## src/hw/rtl/crd_pkg.sv

```systemverilog
package crd_pkg;

  // Decoder phase: which byte of the cel is expected next.
  typedef enum logic [3:0] {
    PH_WIDTH  = 4'b0001,
    PH_HEIGHT = 4'b0010,
    PH_FLAGS  = 4'b0100,
    PH_RUNS   = 4'b1000
  } phase_t;

  // Result kinds.
  localparam logic KIND_HEADER = 1'b0;
  localparam logic KIND_RUN    = 1'b1;

  // Column counter limit; the counter saturates here.
  localparam logic [8:0] COLUMN_LIMIT = 9'd256;

endpackage

```

## src/hw/rtl/cel_rle_run_decoder_core.sv

```systemverilog
// Cel run-length decoder. Takes one cel byte per word on the data channel: width, height
// and flags, then run bytes (low nibble count, high nibble colour, zero ends the row).
// The flags byte gives one header word; each run byte gives at most one run word, clipped
// to the cel width, and a row end gives a fill run in the transparent key over the rest
// of the row. The last word of a cel carries cel_done. Each byte is decoded combinationally
// between the input handshake and a single result register, so a byte can be accepted on
// every clock edge; data_stall is raised only while that result register is full and the
// result side stalls.
module cel_rle_run_decoder_core
  import crd_pkg::*;
(
  input  logic       clk,
  input  logic       rst,
  input  logic       data_valid,
  output logic       data_stall,
  input  logic [7:0] data_byte,
  output logic       result_valid,
  input  logic       result_stall,
  output logic       kind,
  output logic [7:0] run_column,
  output logic [7:0] run_row,
  output logic [7:0] run_length,
  output logic [3:0] pixel_color,
  output logic [7:0] cel_width,
  output logic [7:0] cel_height,
  output logic       mirror_flag,
  output logic [2:0] mirror_source_loop,
  output logic       cel_done
);

  phase_t     phase, phase_next;
  logic [7:0] width_reg, width_reg_next;
  logic [7:0] height_reg, height_reg_next;
  logic [3:0] key_reg, key_reg_next;
  logic [8:0] column, column_next;
  logic [7:0] row, row_next;

  logic       accept;
  logic       emit;
  logic       res_kind;
  logic [7:0] res_column;
  logic [7:0] res_row;
  logic [7:0] res_length;
  logic [3:0] res_color;
  logic       res_mflag;
  logic [2:0] res_mloop;
  logic       res_done;

  logic [3:0] count;
  logic [3:0] color;
  logic [7:0] room;
  logic [7:0] run_len;
  logic [9:0] column_sum;
  logic [7:0] fill_start;
  logic [7:0] fill_len;
  logic       last_row;

  assign data_stall = result_valid && result_stall;
  assign accept     = data_valid && !data_stall;

  assign count      = data_byte[3:0];
  assign color      = data_byte[7:4];
  assign room       = width_reg - column[7:0];
  assign column_sum = {1'b0, column} + {6'd0, count};
  assign fill_start = (column < {1'b0, width_reg}) ? column[7:0] : width_reg;
  assign fill_len   = width_reg - fill_start;
  assign last_row   = ({1'b0, row} + 9'd1) >= {1'b0, height_reg};

  always_comb begin
    // A run that starts at or beyond the width contributes nothing.
    if (column < {1'b0, width_reg}) begin
      run_len = ({4'd0, count} < room) ? {4'd0, count} : room;
    end else begin
      run_len = 8'd0;
    end
  end

  always_comb begin
    phase_next      = phase;
    width_reg_next  = width_reg;
    height_reg_next = height_reg;
    key_reg_next    = key_reg;
    column_next     = column;
    row_next        = row;
    emit            = 1'b0;
    res_kind        = KIND_RUN;
    res_column      = 8'd0;
    res_row         = row;
    res_length      = 8'd0;
    res_color       = 4'd0;
    res_mflag       = 1'b0;
    res_mloop       = 3'd0;
    res_done        = 1'b0;
    unique case (phase)
      PH_WIDTH: begin
        width_reg_next = data_byte;
        phase_next     = PH_HEIGHT;
      end
      PH_HEIGHT: begin
        height_reg_next = data_byte;
        phase_next      = PH_FLAGS;
      end
      PH_FLAGS: begin
        key_reg_next = data_byte[3:0];
        column_next  = 9'd0;
        row_next     = 8'd0;
        phase_next   = (height_reg == 8'd0) ? PH_WIDTH : PH_RUNS;
        emit         = 1'b1;
        res_kind     = KIND_HEADER;
        res_row      = 8'd0;
        res_color    = data_byte[3:0];
        res_mflag    = data_byte[7];
        res_mloop    = data_byte[6:4];
        res_done     = (height_reg == 8'd0);
      end
      PH_RUNS: begin
        if (data_byte != 8'd0) begin
          column_next = (column_sum > {1'b0, COLUMN_LIMIT}) ? COLUMN_LIMIT : column_sum[8:0];
          emit        = (run_len != 8'd0);
          res_column  = column[7:0];
          res_length  = run_len;
          res_color   = color;
        end else begin
          // End of row: fill the remainder with the key. The last row always reports.
          emit        = (fill_len != 8'd0) || last_row;
          res_column  = fill_start;
          res_length  = fill_len;
          res_color   = key_reg;
          res_done    = last_row;
          column_next = 9'd0;
          if (last_row) begin
            row_next   = 8'd0;
            phase_next = PH_WIDTH;
          end else begin
            row_next = row + 8'd1;
          end
        end
      end
      default: begin
        phase_next = PH_WIDTH;
      end
    endcase
  end

  always_ff @(posedge clk) begin
    if (rst) begin
      phase        <= PH_WIDTH;
      width_reg    <= 8'd0;
      height_reg   <= 8'd0;
      key_reg      <= 4'd0;
      column       <= 9'd0;
      row          <= 8'd0;
      result_valid <= 1'b0;
    end else begin
      if (accept) begin
        phase      <= phase_next;
        width_reg  <= width_reg_next;
        height_reg <= height_reg_next;
        key_reg    <= key_reg_next;
        column     <= column_next;
        row        <= row_next;
      end
      if (accept) begin
        result_valid <= emit;
      end else if (!result_stall) begin
        result_valid <= 1'b0;
      end
    end
  end

  always_ff @(posedge clk) begin
    if (accept && emit) begin
      kind               <= res_kind;
      run_column         <= res_column;
      run_row            <= res_row;
      run_length         <= res_length;
      pixel_color        <= res_color;
      cel_width          <= width_reg_next;
      cel_height         <= height_reg_next;
      mirror_flag        <= res_mflag;
      mirror_source_loop <= res_mloop;
      cel_done           <= res_done;
    end
  end

  a_column_saturates: assert property (@(posedge clk) disable iff (rst)
    column <= COLUMN_LIMIT)
    else $error("column counter passed its limit");

  a_run_within_width: assert property (@(posedge clk) disable iff (rst)
    result_valid && kind == KIND_RUN |->
      ({1'b0, run_column} + {1'b0, run_length}) <= {1'b0, cel_width})
    else $error("run extends past the cel width");

  a_no_empty_run: assert property (@(posedge clk) disable iff (rst)
    result_valid && kind == KIND_RUN && !cel_done |-> run_length != 8'd0)
    else $error("empty run word emitted");

  a_done_restarts: assert property (@(posedge clk) disable iff (rst)
    accept && emit && res_done |=> phase == PH_WIDTH && column == 9'd0)
    else $error("decoder did not return to the width byte after a cel");

endmodule
```

## config.mk

```make
export PLATFORM = sky130hd
export DESIGN_NAME = cel_rle_run_decoder_core
export DESIGN_NICKNAME = d
export VERILOG_FILES = /design/src/hw/rtl/crd_pkg.sv /design/src/hw/rtl/cel_rle_run_decoder_core.sv
export SDC_FILE = /design/constraint.sdc
export NUM_CORES = 1
export LEC_CHECK = 0
export BUFFER_PORTS_ARGS = -buffer_cell sky130_fd_sc_hd__buf_2
export CORE_MARGIN = 2
export CORE_UTILIZATION = 36
export CTS_BUF_LIST = sky130_fd_sc_hd__clkbuf_16
export DETAILED_ROUTE_END_ITERATION = 6
export GPL_ROUTABILITY_DRIVEN = 0
export GPL_TIMING_DRIVEN = 0
export PLACE_DENSITY = 0.57
export SLEW_MARGIN = 20
export SYNTH_ARGS = -nofsm -noshare
export SYNTH_HDL_FRONTEND = slang
export SYNTH_SLANG_ARGS = --single-unit
```

## constraint.sdc

```tcl
create_clock -name clk -period 5.66 [get_ports clk]
set_clock_uncertainty 0.1 [all_clocks]
set_input_delay 0.283 -clock clk [delete_from_list [all_inputs] [get_ports clk]]
set_output_delay 0.283 -clock clk [all_outputs]
set_load 0.05 [all_outputs]
```

==> out/results.ini, run 1 <==
[timing]
tightest_slew_ns = 0.7608
maxSlewHeadroom = 0.4915
max_freq_mhz = 190.0
rsz0062_at_grt = false
period_minus_slack_ns = 5.264
finalSetupTns_ns = 0
finalMaxSlewViolations = 0
fin_crit_sh = 0.9301
hold_viol_final = 0
setup_viol = 0

[global_routing]
grt_pass1_vias = 4681
track_usage = 0.1940
gr-total-overflow = 0
antenna_found_initial = 0
grt_pass1_wl_um = 24680
grt_max_degree = 35

[die]
core_um2 = 15310
initial_core_util = 0.3698
top_level_ports = 64
rows = 45
die_x_um = 129.4
fp.dieH_um = 129.4
dieArea_um2 = 16750

[critical_path]
required_ns = 5.61
r2r_start = width_reg[5]
rrSetupSlack_ns = 0.40
arrival_ns = 5.21
worst_r2r_endpoint = cel_width[4]
crit_type = reg2reg
startpoint_type = flip-flop
cp_max_fo = 34
reg2regPathDepth = 19
end_kind = flip-flop

[min_path]
worstHoldStart = rst
hold_depth = 2
hold_end = row[2]
min_path_type = in2reg

[cells_and_area]
largest_register_ff_count = 9
final_core_util = 0.4305
area_delta_synth_final_pct = 16.42
fin_area_um2 = 6593
diodes = 0
instances_no_fill = 891
finish.net_count = 726
largest_register = column
drive_gt1_frac = 0.1765

[synth]
synth_top_area_cell = edfxtp_1
synth_fp_nets = 652
yosys_warnings = 0
yosysMostFrequentCell = nor2_1
synth_ff_type = edfxtp_1
synth_top_cells_by_area = edfxtp_1 27%, dfxtp_1 15%, ha_1 8.0%
netlist-cell-type-count = 78
syn_inst = 601
synth_edf_count = 50
syn_avg_cell_area_um2 = 9.423
synthArstFlopShare = 0
yosys-top-cells-count = 69 x nor2_1, 57 x nand2_1, 50 x edfxtp_1
netlist.area_leader.share = 0.2651
ys_ff_latch = 92
ys_seq_area_frac = 0.4136
syn-cell-area_um2 = 5663

[clocking]
cts_made_buffers = 9
cts_root_buf = clkbuf_16
cts_sinks = 92
clockBufferDepth = 2
htreeDepth = 3
cts_tree = built
hold_buffers = 0
clk_pin_slew_ns = 0.07
clock_latency_ns = 0.35

[route]
drt_iter0_drc = 289
routed_wl_um = 15760
post_drt_wl_per_cell_um = 17.69
firstDrtPassIters = 5
num_vias = 4858
drc = 0
via_per_inst = 5.452
antenna_left = 0

[placed_design]
placed_cells = 875
dp.final_hpwl_um = 12040
place_area_um2 = 6260
portBuffers = 62

[power]
p_total_w = 0.001649
peakVddDrop_uv = 178.5
p_leak_nw = 2.512
power.density_nw_per_um2 = 250.1

[flow_run]
max_cap_violations = 0

[run_status]
status = finished clean

power breakdown:
| part | total (W) | internal (W) | switching, W |
|---|---|---|---|
| clock | 0.000655 | 0.000390 | 0.000265 |
| sequential | 0.000726 | 0.000711 | 0.0000149 |
| combinational | 0.000268 | 0.000102 | 0.000166 |
kinds of logic after synthesis:
group / after synthesis / synth area share
compound gates: 171 / 0.2172
xor+xnor: 14 / 0.02165
fa+ha+maj: 39 / 0.09015
buf+inv: 68 / 0.05745
flops: 92 / 0.4136
mux: 12 / 0.02320
simple gates: 205 / 0.1768
cell usage in the layout, fill, tap and decap left out, types with 12 or more instances in the layout:
cell type  instances
a211oi_1          23
a21oi_1           36
buf_2             65
clkbuf_1          16
dfxtp_1           42
edfxtp_1          50
ha_1              36
inv_1             39
nand2_1           56
nand3_1           15
nor2_1            69
nor2b_1           12
o21ai_0           28
layout make-up:
type,instances,area (um^2)
clock inverters,7,97.59
inverters,40,150.1
multi-input cells,441,3008
plain buffers,28,175.2
clock buffers,9,225.2
flip-flops and latches,92,2342
repair buffers,63,330.3
well taps,211,264.0
fillers,1516,8722
worst max path at each step:
| stage | cells past startpoint | start | to | slack, ns |
|---|---|---|---|---|
| finish | 19 | width_reg[5] | cel_width[4] | 0.40 |
| global route | 19 | width_reg[5] | pixel_color[3] | 0.008 |
| CTS | 19 | width_reg[5] | pixel_color[1] | 0.15 |
| detailed placement | 19 | width_reg[5] | cel_width[1] | 0.20 |
| global placement | 18 | width_reg[5] | cel_width[1] | -0.68 |
| floorplan | 17 | width_reg[3] | cel_done | 0.49 |
through the flow:
| step | setup slack [ns] | hold WS [ns] |
|---|---|---|
| 2_1_floorplan | 0.4910 | 0.3269 |
| 3_3_place_gp | -0.6751 | 0.3745 |
| 3_5_place_dp | 0.1999 | 0.3887 |
| 4_1_cts | 0.1502 | 0.04498 |
| 5_1_grt | 0.008379 | 0.06153 |
| 6_report | 0.3958 | 0.05600 |
per-layer routing:
metal  share of wire  global-route usage  up-vias  wire length [um]
li1                -                   -     2334                 -
met1            0.44              0.2482     2319              6983
met2            0.46              0.3146      162              7254
met3           0.051             0.03757       43               809
met4           0.045             0.09741        0               716
met5               0                   0        -                 0
repair_timing:
| item | 4_1_cts | 5_1_grt |
|---|---|---|
| setup buffers | 0 | 0 |
| resized for setup | 0 | 2 |
| endpoints found under the setup margin | 0 | 50 |
| hold endpoints to repair | 0 | 0 |
critical path, cell delays in order, from the launching register on:
cell       delay [ns]
dfxtp_1          0.55
inv_1            0.24
ha_1             0.35
buf_6            0.12
nand2_1          0.08
a2111oi_4        0.31
o21ai_2          0.16
nand2_1          0.21
buf_2            0.27
a21oi_1          0.13
ha_1             0.42
inv_1            0.15
a211oi_2         0.24
a2111oi_1        0.09
a211oi_1         0.26
mux2_4           0.34
a221oi_4         0.26
o31ai_2          0.15
nand2_4          0.24
buf_12           0.25
No activity file was read; power rests on OpenSTA's default activity.
==> inputs of run 2 (changes only) <==
--- a/config.mk
+++ b/config.mk
@@ -9,10 +9,12 @@
 export CORE_MARGIN = 2
 export CORE_UTILIZATION = 36
 export CTS_BUF_LIST = sky130_fd_sc_hd__clkbuf_16
+export CTS_CLUSTER_DIAMETER = 50
 export DETAILED_ROUTE_END_ITERATION = 6
 export GPL_ROUTABILITY_DRIVEN = 0
 export GPL_TIMING_DRIVEN = 0
-export PLACE_DENSITY = 0.57
+export MAX_ROUTING_LAYER = met4
+export PLACE_DENSITY_LB_ADDON = 0.3
 export SLEW_MARGIN = 20
 export SYNTH_ARGS = -nofsm -noshare
 export SYNTH_HDL_FRONTEND = slang
==> run 2 against run 1 <==
  * Via count fell by 0.80%
  * Flip-flop and latch count did not move
  * First-iteration DRC count rose by 21%
  * Hold slack improved by 0.0039 ns
  * Die area did not move
  * Sequential share of layout area rose by 0.18 points
  * Sequential power barely moved
  * Combinational power barely moved
  * Cell area fell by 0.49%
  * Non-clock buffer count did not move
  * Setup slack improved by 0.021 ns
==> out/results.ini, run 2 (synthesized netlist as in run 1, its figures left out) <==
[timing]
hold_viol_final = 0  ; unchanged
tightest_slew_ns = 0.7947  ; +0.03388 ns
max_freq_mhz = 190.7  ; +0.40%
finalSetupTns_ns = 0  ; unchanged
fin_crit_sh = 0.9263  ; -0.003750
period_minus_slack_ns = 5.243  ; -0.02122 ns
setup_viol = 0  ; unchanged
holdWs_ns = 0.05989  ; +0.003891 ns
finalMaxSlewViolations = 0  ; unchanged
maxSlewHeadroom = 0.4688  ; -0.02264
rsz0062_at_grt = false
fin_ws_ns = 0.4170  ; +0.02122 ns

[critical_path]
cp_slowest_cell = dfxtp_1
end_kind = flip-flop
arrival_ns = 5.20  ; about the same
cpPeakStageDelay_ns = 0.49  ; -0.06 ns
cp_top_family = compound AO/OA/AOI/OAI gates
crit_type = reg2reg
worst-path-buf-inv = 4  ; -1
cp_max_fo = 34  ; unchanged
crit_chain = inv_1, ha_1, o21ai_2, a2111oi_4, o21ai_2, nand2_1, buf_2, a21oi_1, ha_1, inv_1, a211oi_2, a2111oi_1, a211oi_1, mux2_4, a221oi_4, o31ai_2, nand2_4, buf_12
required_ns = 5.61  ; about the same
startpoint_type = flip-flop

[run_status]
status = finished clean

[route]
drt_iter0_drc = 349  ; +21%
routed_wl_um = 15380  ; -2.5%
post_drt_wl_per_cell_um = 17.26  ; -2.5%
via_per_inst = 5.409  ; -0.80%
drc = 0  ; unchanged
firstDrtPassIters = 5  ; unchanged
num_vias = 4819  ; -0.80%
antenna_left = 0  ; unchanged

[die]
top_level_ports = 64  ; unchanged
dieArea_um2 = 16750  ; unchanged
initial_core_util = 0.3698  ; unchanged
core_um2 = 15310  ; unchanged
fp.dieH_um = 129.4  ; unchanged
rows = 45  ; unchanged
die_x_um = 129.4  ; unchanged

[global_routing]
antenna_found_initial = 0  ; unchanged
track_usage = 0.1967  ; +0.002708
gr-total-overflow = 0  ; unchanged
grt_max_degree = 35  ; unchanged
grt_pass1_wl_um = 24540  ; -0.59%
grt_pass1_vias = 4763  ; +1.8%

[placed_design]
portBuffers = 62  ; unchanged
dp.final_hpwl_um = 11820  ; -1.8%
pre_cts_slack_ns = 0.2803  ; +0.08042 ns

[cells_and_area]
drive_gt1_frac = 0.1779  ; +0.001471
fill_cells = 1537  ; +1.4%
largest_register = column
area_delta_synth_final_pct = 15.84
multi_input_area_um2 = 3015  ; +0.25%
seqCellArea_um2 = 2342  ; unchanged
diodes = 0  ; unchanged
final_core_util = 0.4284  ; -0.002124
finish.net_count = 726  ; unchanged
final_cell_mix = 69 x nor2_1, 65 x buf_2, 56 x nand2_1, 50 x edfxtp_1, 42 x dfxtp_1
final_common_cell = nor2_1
largest_register_ff_count = 9  ; unchanged

[clocking]
cts_root_buf = clkbuf_16
clk_pin_slew_ns = 0.07  ; about the same
hold_buffers = 0  ; unchanged
cts_sinks = 92  ; unchanged
clock_latency_ns = 0.36  ; about the same
htreeDepth = 3  ; unchanged
cts_made_buffers = 9  ; unchanged
cts_tree = built
clockBufferDepth = 2  ; unchanged
cts_setup_buffers = 0  ; unchanged

[min_path]
min_path_type = in2reg

[power]
power.density_nw_per_um2 = 240.6  ; -3.8%
peakVddDrop_uv = 162.5  ; -9.0%
p_leak_nw = 2.491  ; -0.83%
p_total_w = 0.001578  ; -4.3%

[flow_run]
max_cap_violations = 0  ; unchanged

[run 2: timing repair]
item                       4_1_cts  5_1_grt
setup endpoints to repair        0       34
hold endpoints to repair         0        0
resized for setup                0        3
[run 2: area by class of cell]
cell class,count,area share
inverters,40,0.02289
well taps,211,0.04024
multi-input cells,441,0.4597
plain buffers,28,0.02670
repair buffers,63,0.05035
clock inverters,7,0.008774
clock buffers,9,0.03433
flip-flops and latches,92,0.3570
[run 2: worst paths after layout]
| kind | start | to | slack (ns) | cells after the start |
|---|---|---|---|---|
| max | width_reg[4] | cel_height[7] | 0.42 | 18 |
| min | rst | row[2] | 0.06 | 2 |
| max reg2reg | width_reg[4] | cel_height[7] | 0.42 | 18 |
| min reg2reg | key_reg[2] | key_reg[2] | 0.40 | 2 |
[run 2: worst register-to-register path: cells and delay by family, from the launching register on]
kind	cells	cell delay, ns
simple gates	2	0.46
fa+ha+maj	2	0.87
mux	1	0.35
buf+inv	4	0.83
compound gates	9	1.81
flops	1	0.49
[run 2: metal layers]
metal	up-vias	GRT usage	part of all wire
met5	-	-	0
met4	0	0.08918	0.040
met3	50	0.03427	0.043
met2	161	0.3155	0.47
met1	2275	0.2434	0.45
li1	2333	-	-
[run 2: through the flow]
| stage | cells | area [um^2] |
|---|---|---|
| global route | 891 | 6560 |
| finish | 891 | 6560 |
| detailed placement | 875 | 6260 |
| floorplan | 601 | 5663 |
| global placement | 874 | 6237 |
| CTS | 891 | 6543 |
[run 2: report_power, final]
part	total, W	switching, W	leakage, nW	internal [W]
combinational	0.000267	0.000165	1.56	0.000102
clock	0.000585	0.000281	0.135	0.000305
sequential	0.000726	0.0000150	0.794	0.000711
total	0.00158	0.000461	2.49	0.00112
==> inputs of run 3 (changes only) <==
--- a/config.mk
+++ b/config.mk
@@ -6,6 +6,7 @@
 export NUM_CORES = 1
 export LEC_CHECK = 0
 export BUFFER_PORTS_ARGS = -buffer_cell sky130_fd_sc_hd__buf_2
+export CORE_ASPECT_RATIO = 0.75
 export CORE_MARGIN = 2
 export CORE_UTILIZATION = 36
 export CTS_BUF_LIST = sky130_fd_sc_hd__clkbuf_16
==> constraint.sdc (replaced) <==
create_clock -name clk -period 5.6 [get_ports clk]
set_clock_uncertainty 0.1 [all_clocks]
set_input_delay 0.28 -clock clk [delete_from_list [all_inputs] [get_ports clk]]
set_output_delay 0.28 -clock clk [all_outputs]
set_load 0.05 [all_outputs]
==> run 3 against run 2 <==
  * Critical path depth grew 3
  * Flip-flop and latch count unchanged
  * Non-clock buffer count increased by 1
  * Routed wire length is 4.0% higher
  * First-iteration DRC count increased by 31%
  * Clock power rose by 1%
  * Critical path type unchanged
  * Via count grew 2.3%
  * Largest power group unchanged
  * Setup slack worse by 0.052 ns
  * Highest routed layer unchanged
  * Count of clock-buffer cells in the layout is the same
==> out/results.ini, run 3 (synthesized netlist as in run 1, its figures left out) <==
[route]
drc = 0  ; unchanged
via_per_inst = 5.552  ; +2.6%
post_drt_wl_per_cell_um = 18.00  ; +4.3%
antenna_left = 0  ; unchanged
firstDrtPassIters = 5  ; unchanged
drt_iter0_drc = 456  ; +31%
routed_wl_um = 15980  ; +4.0%
num_vias = 4930  ; +2.3%

[timing]
period_minus_slack_ns = 5.235  ; -0.008001 ns
rsz0062_at_grt = false
max_freq_mhz = 191.0  ; +0.15%
finalSetupTns_ns = 0  ; unchanged
tightest_slew_ns = 0.8592  ; +0.06449 ns
hold_viol_final = 0  ; unchanged
maxSlewHeadroom = 0.4257  ; -0.04310
finalMaxSlewViolations = 0  ; unchanged
setup_viol = 0  ; unchanged
fin_crit_sh = 0.9348  ; +0.008496

[die]
top_level_ports = 64  ; unchanged
rows = 39  ; -13%
initial_core_util = 0.3696  ; about the same
core_um2 = 15320  ; about the same
die_x_um = 148.8  ; +15%
fp.dieH_um = 112.6  ; -13%
dieArea_um2 = 16760  ; about the same

[cells_and_area]
finish.net_count = 728  ; +0.28%
seqCellArea_um2 = 2342  ; unchanged
multi_input_area_um2 = 3048  ; +1.1%
fill_cells = 1541  ; +0.26%
drive_gt1_frac = 0.1760  ; -0.001988
area_delta_synth_final_pct = 16.77
final_core_util = 0.4316  ; +0.003219
final_common_cell = nor2_1
largest_register = column
final_cell_mix = 69 x nor2_1, 64 x buf_2, 55 x nand2_1, 50 x edfxtp_1, 42 x dfxtp_1
largest_register_ff_count = 9  ; unchanged

[run_status]
status = finished clean

[power]
p_leak_nw = 2.525  ; +1.4%
power.density_nw_per_um2 = 242.6  ; +0.85%
peakVddDrop_uv = 146.5  ; -9.9%

[critical_path]
arrival_ns = 5.16  ; -0.04 ns
crit_type = reg2reg
rrSetupSlack_ns = 0.37  ; -0.05 ns
worst_r2r_endpoint = cel_width[1]
startpoint_type = flip-flop
required_ns = 5.53  ; -0.08 ns
reg2regPathDepth = 21  ; +3
startpoint = width_reg[5]
cp_max_fo = 25  ; -26%
end_kind = flip-flop
endpoint = cel_width[1]
r2r_start = width_reg[5]

[placed_design]
dp.final_hpwl_um = 12160  ; +2.8%
portBuffers = 62  ; unchanged

[clocking]
clk_pin_slew_ns = 0.07  ; about the same
cts_root_buf = clkbuf_16
htreeDepth = 3  ; unchanged
clock_latency_ns = 0.34  ; -0.02 ns
clockBufferDepth = 2  ; unchanged
cts_made_buffers = 9  ; unchanged
cts_sinks = 92  ; unchanged
cts_tree = built

[global_routing]
grt_pass1_vias = 4512  ; -5.3%
antenna_found_initial = 1  ; +1
track_usage = 0.1963  ; -0.0004193
grt_pass1_wl_um = 24470  ; -0.28%
gr-total-overflow = 0  ; unchanged
grt_max_degree = 51  ; +46%

[min_path]
min_path_type = in2reg

[flow_run]
max_cap_violations = 0  ; unchanged

==> run 3: changes by cell type in the layout (fill, tap and decap cells not counted), moves of 2 or more <==
cell / change
clkinv_1: +2
clkinvlp_4: -2
inv_1: +2
inv_6: -3
nand2_8: +2
==> run 3: what timing repair did <==
action / 4_1_cts / 5_1_grt
resized for setup: 0 / 6
buffers inserted: 0 / 2
setup endpoints to repair: 0 / 50
hold buffers: 0 / 0
==> run 3: how the worst min path moves through the flow <==
stage / slack [ns] / end / start / cells after the start
floorplan: 0.32 / key_reg[0] / data_byte[0] / 2
global placement: 0.38 / key_reg[1] / key_reg[1] / 2
detailed placement: 0.38 / key_reg[1] / key_reg[1] / 2
CTS: 0.07 / row[2] / rst / 2
global route: 0.08 / row[2] / rst / 2
finish: 0.08 / row[2] / rst / 2
==> run 3: per-layer routing <==
metal	GRT usage	up-vias	routed length, um	share of wire
met5	-	-	0	0
met4	0.06095	0	369	0.023
met3	0.04065	29	1313	0.082
met2	0.2679	202	6546	0.41
met1	0.2894	2359	7753	0.49
li1	-	2340	-	-
==> run 3: through the flow <==
stage / setup slack [ns] / instances / hold slack [ns] / area (um^2) / power [W]
after floorplan: 0.4310 / 601 / 0.3239 / 5663 / 0.0009432
after global placement: -0.9030 / 868 / 0.3769 / 6230 / 0.001008
after detailed placement: 0.06791 / 868 / 0.3836 / 6237 / 0.001014
after CTS: 0.04640 / 884 / 0.07449 / 6523 / 0.001604
after global routing: 0.08166 / 888 / 0.08166 / 6613 / 0.001663
final: 0.3650 / 888 / 0.08218 / 6613 / 0.001604
==> run 3: report_power, final <==
group | total [W] | leakage [nW] | switching (W) | internal, W
Combinational | 0.000279 | 1.58 | 0.000175 | 0.000103
Clock | 0.000593 | 0.147 | 0.000252 | 0.000341
Sequential | 0.000733 | 0.794 | 0.0000135 | 0.000719
Total | 0.00160 | 2.53 | 0.000441 | 0.00116
==> run 3: critical path, cell delays in order (launching register included) <==
cell and delay (ns):
dfxtp_1 0.51, inv_1 0.21, ha_1 0.34, buf_6 0.13, nand2_1 0.09, a2111oi_4 0.31
o21ai_2 0.18, nand2_2 0.17, clkbuf_4 0.24, nor2_1 0.06, a21oi_1 0.23, ha_1 0.37
inv_1 0.20, a211oi_2 0.07, a2111oi_1 0.37, a211oi_1 0.12, mux2_4 0.33, a221oi_4 0.32
o31ai_4 0.10, buf_12 0.16, buf_12 0.13, nand2_8 0.16
==> run 3: layout make-up <==
cell class,count,share of cell area
Antenna cell,1,0.0003784
Buffer,28,0.02687
Clock buffer,9,0.03406
Clock inverter,7,0.009082
Inverter,40,0.02271
Multi-Input combinational cell,442,0.4609
Sequential cell,92,0.3542
Tap cell,205,0.03879
Timing Repair Buffer,64,0.05298
